[config.mk]
export PLATFORM = sky130hd
export DESIGN_NAME = padded_record_deframer_top
export DESIGN_NICKNAME = d
export VERILOG_FILES = /design/src/hdl/prdf_pkg.sv /design/src/hdl/prdf_parser.sv /design/src/hdl/prdf_result_q.sv /design/src/hdl/padded_record_deframer_top.sv
export SDC_FILE = /design/constraint.sdc
export NUM_CORES = 1
export LEC_CHECK = 0
export ABC_CLOCK_PERIOD_IN_PS = 5700
export BUFFER_PORTS_ARGS = -buffer_cell sky130_fd_sc_hd__buf_2
export CORE_MARGIN = 4
export CORE_UTILIZATION = 56
export DETAILED_ROUTE_END_ITERATION = 8
export GPL_TIMING_DRIVEN = 0
export PLACE_DENSITY = 0.75
export SETUP_SLACK_MARGIN = 0.2
export SLEW_MARGIN = 0
export SYNTH_ARGS = -nofsm -noshare
export SYNTH_HDL_FRONTEND = slang
export SYNTH_SLANG_ARGS = --single-unit
[constraint.sdc]
create_clock -name clk -period 5.7 [get_ports clk]
set_input_delay 0.855 -clock clk [delete_from_list [all_inputs] [get_ports clk]]
set_output_delay 0.855 -clock clk [all_outputs]
set_load 0.02 [all_outputs]
[src/hdl/prdf_pkg.sv]
`timescale 1ns / 1ps
// ----------------------------------------------------------------------------
// prdf_pkg: shared types and constants of the padded record deframer
// result record layout, result kinds, parse phases and the handler check
// ----------------------------------------------------------------------------
package prdf_pkg;

  localparam int HANDLER_SLOTS = 20;
  localparam int SIZE_W        = 10;
  localparam int HANDLER_W     = 5;
  localparam int BYTE_W        = 8;

  // result kinds
  localparam logic [1:0] KIND_PAYLOAD = 2'd0;
  localparam logic [1:0] KIND_MARKER  = 2'd1;
  localparam logic [1:0] KIND_STATUS  = 2'd2;

  // parse phase, one-hot
  typedef enum logic [2:0] {
    PH_BOUNDARY = 3'b001,
    PH_HDR_HIGH = 3'b010,
    PH_PAYLOAD  = 3'b100
  } phase_t;

  // one result item
  typedef struct packed {
    logic [1:0]           kind;
    logic [HANDLER_W-1:0] handler_index;
    logic [SIZE_W-1:0]    record_size;
    logic [BYTE_W-1:0]    payload_byte;
    logic                 last_of_record;
    logic                 truncated;
  } result_t;

  // up to two results produced by one input byte, in order
  typedef struct packed {
    logic    vld0;
    logic    vld1;
    result_t r0;
    result_t r1;
  } push_t;

  // indices at or above the slot count are never registered
  function automatic logic handler_on(input logic [HANDLER_SLOTS-1:0] mask,
                                      input logic [HANDLER_W-1:0] idx);
    logic on;
    on = 1'b0;
    if ({1'b0, idx} < (HANDLER_W+1)'(HANDLER_SLOTS)) begin
      on = mask[idx];
    end
    return on;
  endfunction

endpackage

[src/hdl/prdf_parser.sv]
`timescale 1ns / 1ps
// ----------------------------------------------------------------------------
// prdf_parser: per-byte record parser
// tracks boundary / header / payload phase and forms the results of a byte
// ----------------------------------------------------------------------------
module prdf_parser (
  input  logic                                 clk,
  input  logic                                 rst_n,
  input  logic                                 accept,
  input  logic [prdf_pkg::BYTE_W-1:0]          data_byte,
  input  logic                                 last_byte,
  input  logic [prdf_pkg::HANDLER_SLOTS-1:0]   enable_mask,
  output prdf_pkg::push_t                      push
);

  prdf_pkg::phase_t                    phase_r, phase_nxt;
  logic                                pad_taken_r, pad_taken_nxt;
  logic [prdf_pkg::BYTE_W-1:0]         header_low_r, header_low_nxt;
  logic [prdf_pkg::HANDLER_W-1:0]      handler_r, handler_nxt;
  logic [prdf_pkg::SIZE_W-1:0]         size_r, size_nxt;
  logic [prdf_pkg::SIZE_W-1:0]         bytes_left_r, bytes_left_nxt;
  logic                                enabled_r, enabled_nxt;

  prdf_pkg::phase_t                    phase_mid;
  logic                                res_vld;
  logic [1:0]                          res_kind;
  logic [prdf_pkg::BYTE_W-1:0]         res_byte;
  logic                                res_last;
  prdf_pkg::result_t                   res_a, res_s;

  always_comb begin
    phase_mid      = phase_r;
    pad_taken_nxt  = pad_taken_r;
    header_low_nxt = header_low_r;
    handler_nxt    = handler_r;
    size_nxt       = size_r;
    bytes_left_nxt = bytes_left_r;
    enabled_nxt    = enabled_r;
    res_vld        = 1'b0;
    res_kind       = prdf_pkg::KIND_PAYLOAD;
    res_byte       = '0;
    res_last       = 1'b0;

    unique case (phase_r)
      prdf_pkg::PH_BOUNDARY: begin
        if (data_byte == '0 && !pad_taken_r) begin
          pad_taken_nxt = 1'b1;
        end else begin
          header_low_nxt = data_byte;
          phase_mid      = prdf_pkg::PH_HDR_HIGH;
        end
      end
      prdf_pkg::PH_HDR_HIGH: begin
        // header is {data_byte, header_low}: handler bits 5:1, size bits 15:6
        handler_nxt    = header_low_r[5:1];
        size_nxt       = {data_byte, header_low_r[7:6]};
        enabled_nxt    = prdf_pkg::handler_on(enable_mask, header_low_r[5:1]);
        bytes_left_nxt = {data_byte, header_low_r[7:6]};
        pad_taken_nxt  = 1'b0;
        if ({data_byte, header_low_r[7:6]} == '0) begin
          res_vld   = enabled_nxt;
          res_kind  = prdf_pkg::KIND_MARKER;
          phase_mid = prdf_pkg::PH_BOUNDARY;
        end else begin
          phase_mid = prdf_pkg::PH_PAYLOAD;
        end
      end
      prdf_pkg::PH_PAYLOAD: begin
        bytes_left_nxt = bytes_left_r - 1'b1;
        res_vld        = enabled_r;
        res_kind       = prdf_pkg::KIND_PAYLOAD;
        res_byte       = data_byte;
        res_last       = (bytes_left_nxt == '0);
        if (bytes_left_nxt == '0) begin
          phase_mid = prdf_pkg::PH_BOUNDARY;
        end
      end
      default: begin
        phase_mid = prdf_pkg::PH_BOUNDARY;
      end
    endcase

    phase_nxt = phase_mid;
    if (last_byte) begin
      phase_nxt      = prdf_pkg::PH_BOUNDARY;
      pad_taken_nxt  = 1'b0;
      bytes_left_nxt = '0;
    end
  end

  always_comb begin
    res_a.kind           = res_kind;
    res_a.handler_index  = handler_nxt;
    res_a.record_size    = size_nxt;
    res_a.payload_byte   = res_byte;
    res_a.last_of_record = res_last;
    res_a.truncated      = 1'b0;

    res_s.kind           = prdf_pkg::KIND_STATUS;
    res_s.handler_index  = handler_nxt;
    res_s.record_size    = size_nxt;
    res_s.payload_byte   = '0;
    res_s.last_of_record = 1'b0;
    res_s.truncated      = (phase_mid != prdf_pkg::PH_BOUNDARY);

    // status result moves into the first slot when nothing precedes it
    push.vld0 = accept && (res_vld || last_byte);
    push.vld1 = accept && res_vld && last_byte;
    push.r0   = res_vld ? res_a : res_s;
    push.r1   = res_s;
  end

  always_ff @(posedge clk) begin
    if (!rst_n) begin
      phase_r      <= prdf_pkg::PH_BOUNDARY;
      pad_taken_r  <= 1'b0;
      header_low_r <= '0;
      handler_r    <= '0;
      size_r       <= '0;
      bytes_left_r <= '0;
      enabled_r    <= 1'b0;
    end else if (accept) begin
      phase_r      <= phase_nxt;
      pad_taken_r  <= pad_taken_nxt;
      header_low_r <= header_low_nxt;
      handler_r    <= handler_nxt;
      size_r       <= size_nxt;
      bytes_left_r <= bytes_left_nxt;
      enabled_r    <= enabled_nxt;
    end
  end

endmodule

[src/hdl/prdf_result_q.sv]
`timescale 1ns / 1ps
// ----------------------------------------------------------------------------
// prdf_result_q: four-entry result queue
// takes up to two results a cycle, hands out one a cycle on valid / stall
// ----------------------------------------------------------------------------
module prdf_result_q (
  input  logic                clk,
  input  logic                rst_n,
  input  prdf_pkg::push_t     push,
  output logic                room2,
  output logic                out_valid,
  input  logic                out_stall,
  output prdf_pkg::result_t   head
);

  prdf_pkg::result_t mem [4];
  logic [1:0]        wr_ptr_r, wr_ptr_nxt;
  logic [1:0]        rd_ptr_r, rd_ptr_nxt;
  logic [2:0]        count_r, count_nxt;
  logic              pop;
  logic [1:0]        push_n;

  assign out_valid = (count_r != '0);
  assign room2     = (count_r <= 3'd2);
  assign head      = mem[rd_ptr_r];
  assign pop       = out_valid && !out_stall;
  assign push_n    = {push.vld0 && push.vld1, push.vld0 ^ push.vld1};

  always_comb begin
    wr_ptr_nxt = wr_ptr_r + push_n;
    rd_ptr_nxt = rd_ptr_r + {1'b0, pop};
    count_nxt  = count_r + {1'b0, push_n} - {2'b00, pop};
  end

  always_ff @(posedge clk) begin
    if (push.vld0) begin
      mem[wr_ptr_r] <= push.r0;
    end
    if (push.vld1) begin
      mem[wr_ptr_r + 2'd1] <= push.r1;
    end
  end

  always_ff @(posedge clk) begin
    if (!rst_n) begin
      wr_ptr_r <= '0;
      rd_ptr_r <= '0;
      count_r  <= '0;
    end else begin
      wr_ptr_r <= wr_ptr_nxt;
      rd_ptr_r <= rd_ptr_nxt;
      count_r  <= count_nxt;
    end
  end

endmodule

[src/hdl/padded_record_deframer_top.sv]
`timescale 1ns / 1ps
// ----------------------------------------------------------------------------
// padded_record_deframer_top: splits a byte-wide command packet into records
// one byte per request in, payload / marker / status requests out
// ----------------------------------------------------------------------------
// usage
//   input: one packet byte per request (in_valid / in_stall), in_last_byte
//     marks the final byte of the packet
//   output: one result per request (out_valid / out_stall); a byte may give
//     none, one or two results (a payload byte or empty-record marker, then
//     the packet end status on the last byte)
//   config: cfg_handler_enable_mask is taken when cfg_valid is high; cfg_ready
//     is always high. write it only while the block is idle
//   results: those of a byte are registered into the queue as it is accepted
//   throughput: one byte per cycle unless in_stall; parser state updates
//     as each byte is accepted; results go through a four-entry queue
//   stall: the queue keeps absorbing bytes while out_stall is high; in_stall
//     rises once fewer than two queue entries are free
//   reset: parser returns to a record boundary, queue empties, mask clears
// ----------------------------------------------------------------------------
module padded_record_deframer_top (
  input  logic                                clk,
  input  logic                                rst_n,
  // byte input
  input  logic                                in_valid,
  output logic                                in_stall,
  input  logic [prdf_pkg::BYTE_W-1:0]         in_data_byte,
  input  logic                                in_last_byte,
  // results
  output logic                                out_valid,
  input  logic                                out_stall,
  output logic [1:0]                          out_kind,
  output logic [prdf_pkg::HANDLER_W-1:0]      out_handler_index,
  output logic [prdf_pkg::SIZE_W-1:0]         out_record_size,
  output logic [prdf_pkg::BYTE_W-1:0]         out_payload_byte,
  output logic                                out_last_of_record,
  output logic                                out_truncated,
  // handler mask write
  input  logic                                cfg_valid,
  output logic                                cfg_ready,
  input  logic [prdf_pkg::HANDLER_SLOTS-1:0]  cfg_handler_enable_mask
);

  logic [prdf_pkg::HANDLER_SLOTS-1:0] mask_r;
  logic                               room2;
  logic                               in_accept;
  prdf_pkg::push_t                    push;
  prdf_pkg::result_t                  head;

  // mask write is always taken
  assign cfg_ready = 1'b1;

  always_ff @(posedge clk) begin
    if (!rst_n) begin
      mask_r <= '0;
    end else if (cfg_valid) begin
      mask_r <= cfg_handler_enable_mask;
    end
  end

  // a byte can make two results, so hold off unless two entries are free
  assign in_stall  = !room2;
  assign in_accept = in_valid && room2;

  prdf_parser u_parser (
    .clk         (clk),
    .rst_n       (rst_n),
    .accept      (in_accept),
    .data_byte   (in_data_byte),
    .last_byte   (in_last_byte),
    .enable_mask (mask_r),
    .push        (push)
  );

  prdf_result_q u_queue (
    .clk       (clk),
    .rst_n     (rst_n),
    .push      (push),
    .room2     (room2),
    .out_valid (out_valid),
    .out_stall (out_stall),
    .head      (head)
  );

  // queue head straight onto the result ports
  assign out_kind           = head.kind;
  assign out_handler_index  = head.handler_index;
  assign out_record_size    = head.record_size;
  assign out_payload_byte   = head.payload_byte;
  assign out_last_of_record = head.last_of_record;
  assign out_truncated      = head.truncated;

endmodule
==> impl_metrics.yaml <==
finish:
  final_nets: 910
  antenna_cells: 0
  area.growth.synth_to_final_pct: 13.2
  layout_common_cells: "dfxtp_1 (108), nor2_1 (83), buf_2 (68), nor3_1 (68), edfxtp_1 (64)"
  fill_cells: 1101
  final_common_cell: "dfxtp_1"
  drive_above_1_share: 0.207
placed_design:
  preCtsSetupSlack_ns: 1.56
  gp_congestion: 0.954
  portBuffers: 53
  hpwl_mm: 14.8
clock_network:
  tritoncts: "done"
  cts_root_buffer: "clkbuf_16"
  htree_levels: 4
  clk_latency_ns: 0.44
  cts_max_path_buffers: 2
  cts_hold_buffers: 0
  cts.sinks: 172
  post-cts-setup-buffers: 0
  clk_pin_slew_worst_paths_ns: 0.07
  post_cts_resized: 0
  cts_buffers: 17
power:
  peakVddDrop_v: 0.000232
  p_leak_nw: 3.40
  power_density_mw_per_mm2: 343
timing:
  period_share: 0.660
  setup_slack_ns: 1.94
  setup_tns_ns: 0
  setup-violations-final: 0
  rsz0062_at_grt: "false"
  fmax_mhz: 266
  hold_viol_final: 0
  fin_skew_ns: 0.00905
  finalCriticalPeriod_ns: 3.76
  slew_violations: 0
  worstMarginPinSlew_ns: 0.915
  maxSlewHeadroom: 0.390
drt:
  ant_nets: 0
  routed_wl_mm: 21.3
  drc_errors: 0
  drtPass1Iterations: 5
  drt-vias-per-instance: 6.26
  post_drt_wl_per_cell_um: 20.0
  drtIter0Drc: 628
  vias: 6656
hold_path:
  hold_path_startpoint: "u_queue.mem[3][4]$_SDFFE_PP0P_"
  hp-class: "reg2reg"
  holdPathStages: 2
floorplan:
  die_h_um: 130
  fp.dieW_um: 130
  die_area_mm2: 0.0170
  core_region_area_mm2: 0.0146
  initial_utilization: 0.575
  fp-row-count: 44
  pin_count: 64
synth:
  synth.cell_area_mm2: 0.00839
  yosysSeqAreaShare: 0.487
  postSynthAreaPerCell_um2: 10.6
  yosysWarnings: 0
  synth_nets: 838
  ys_types: 77
  yosys-top-cells-area: "dfxtp_1 (26%), edfxtp_1 (23%), mux4_2 (7.5%), mux2i_1 (5.8%), nor3_1 (4.1%)"
  async_reset_ff_frac: 0
  synth_area_leader_cell: "dfxtp_1"
  ys_seq_elements: 172
  synth_top_area_frac: 0.258
  synthCells: 795
  synth_edf_count: 64
  synthFlopType: "dfxtp_1"
flow_run:
  drv_cap: 0
critical_path:
  startpoint_type: "flip-flop"
  r2r-end: "u_queue.count_r[2]$_SDFF_PN0_"
  endpoint_kind: "output pin"
  setup.worst_path.start: "u_queue.rd_ptr_r[1]$_SDFF_PN0_"
  critPathKind: "reg2out"
  crit-reg2reg-launch: "u_queue.count_r[1]$_SDFF_PN0_"
  crit_end: "out_handler_index[3]"
  crit_arrival_ns: 2.91
  reg2reg_depth: 13
  regToRegSetupSlack_ns: 2.13
  required_ns: 4.85
  cp_max_fo: 10
run_status:
  status: "completed"
grt:
  grt_pass1_vias: 6632
  overflow: 0
  grt_antenna_before_repair: 0
  grt_max_degree: 17
  track_usage: 0.259
  grt_pass1_wl_mm: 34.0
-- power by group --
group / internal, mW / total, mW / switching [mW]
combinational: 0.269 / 0.718 / 0.449
sequential: 1.33 / 1.36 / 0.0340
clock: 0.684 / 1.18 / 0.495
total: 2.28 / 3.26 / 0.979
-- synth_stat cells, types with 8 or more instances --
| master | n |
|---|---|
| mux4_2 | 28 |
| nand4_1 | 20 |
| o21ai_0 | 54 |
| nand3_1 | 26 |
| edfxtp_1 | 64 |
| clkbuf_1 | 31 |
| nor3_1 | 68 |
| ha_1 | 8 |
| a21oi_1 | 33 |
| nor2_1 | 87 |
| inv_1 | 14 |
| buf_4 | 8 |
| mux2i_1 | 49 |
| nand2_1 | 54 |
| dfxtp_1 | 108 |
| buf_2 | 15 |
-- sequential cells by signal, indices dropped and copies added (netlist names) --
| signal | flops |
|---|---|
| u_queue.mem | 108 |
| mask_r | 20 |
| u_parser.bytes_left_r | 10 |
| u_parser.size_r | 10 |
| u_parser.header_low_r | 7 |
| u_parser.handler_r | 5 |
| u_parser.phase_r | 3 |
| u_queue.count_r | 3 |
| u_queue.rd_ptr_r | 2 |
| u_queue.wr_ptr_r | 2 |
| u_parser.enabled_r | 1 |
| u_parser.pad_taken_r | 1 |
-- cell type report --
cell class	count	area (µm²)	share of cell area
clock buffers	20	467	0.0491
clock inverters	12	133	0.0140
flip-flops and latches	172	4080	0.430
inverters	14	52.6	0.00553
plain buffers	65	339	0.0357
multi-input cells	544	3930	0.413
repair buffers	53	265	0.0279
well taps	184	230	0.0242
-- kinds of logic after synthesis --
group	share of synthesized area
AOI/OAI and AO/OA	0.104
and+or+nand+nor	0.189
xor gates and xnor gates	0.0104
DFF	0.487
adders and majority gates	0.0143
buffers and inverters	0.0467
other	0.000447
muxes	0.148
-- worst min path at each step --
stage                                            endpoint  slack, ns
after detailed placement  u_queue.mem[3][26]$_SDFFE_PP1P_       0.45
after global placement     u_queue.mem[0][5]$_SDFFE_PP0P_       0.44
after CTS                 u_queue.mem[3][26]$_SDFFE_PP1P_       0.46
after global routing       u_queue.mem[3][4]$_SDFFE_PP0P_       0.47
after floorplan           u_queue.mem[3][26]$_SDFFE_PP1P_       0.43
final                      u_queue.mem[3][4]$_SDFFE_PP0P_       0.46
-- per-stage QoR --
stage               hold slack, ns   util  power (mW)  std cells  area (µm²)
detailed placement           0.448  0.609        2.10       1032        8890
global route                 0.473  0.651        3.38       1064        9500
global placement             0.444  0.609        2.08       1032        8890
finish                       0.458  0.651        3.26       1064        9500
CTS                          0.460  0.650        3.26       1064        9490
floorplan                    0.432      -        1.90        795        8390
-- critical path, stage by stage (launching register included) --
cell and delay (ns):
dfxtp_1 0.31, clkbuf_1 0.66, clkbuf_1 0.55, buf_2 0.41
mux4_2 0.36, buf_2 0.18
-- per-layer routing --
| layer | part of all wire | vias to the layer above | track usage |
|---|---|---|---|
| met5 | 0 | - | 0 |
| met4 | 0.028 | 0 | 0.110 |
| met3 | 0.083 | 49 | 0.0524 |
| met2 | 0.47 | 324 | 0.410 |
| met1 | 0.42 | 3211 | 0.350 |
| li1 | - | 3072 | - |
(Power assumes the default switching activity.)
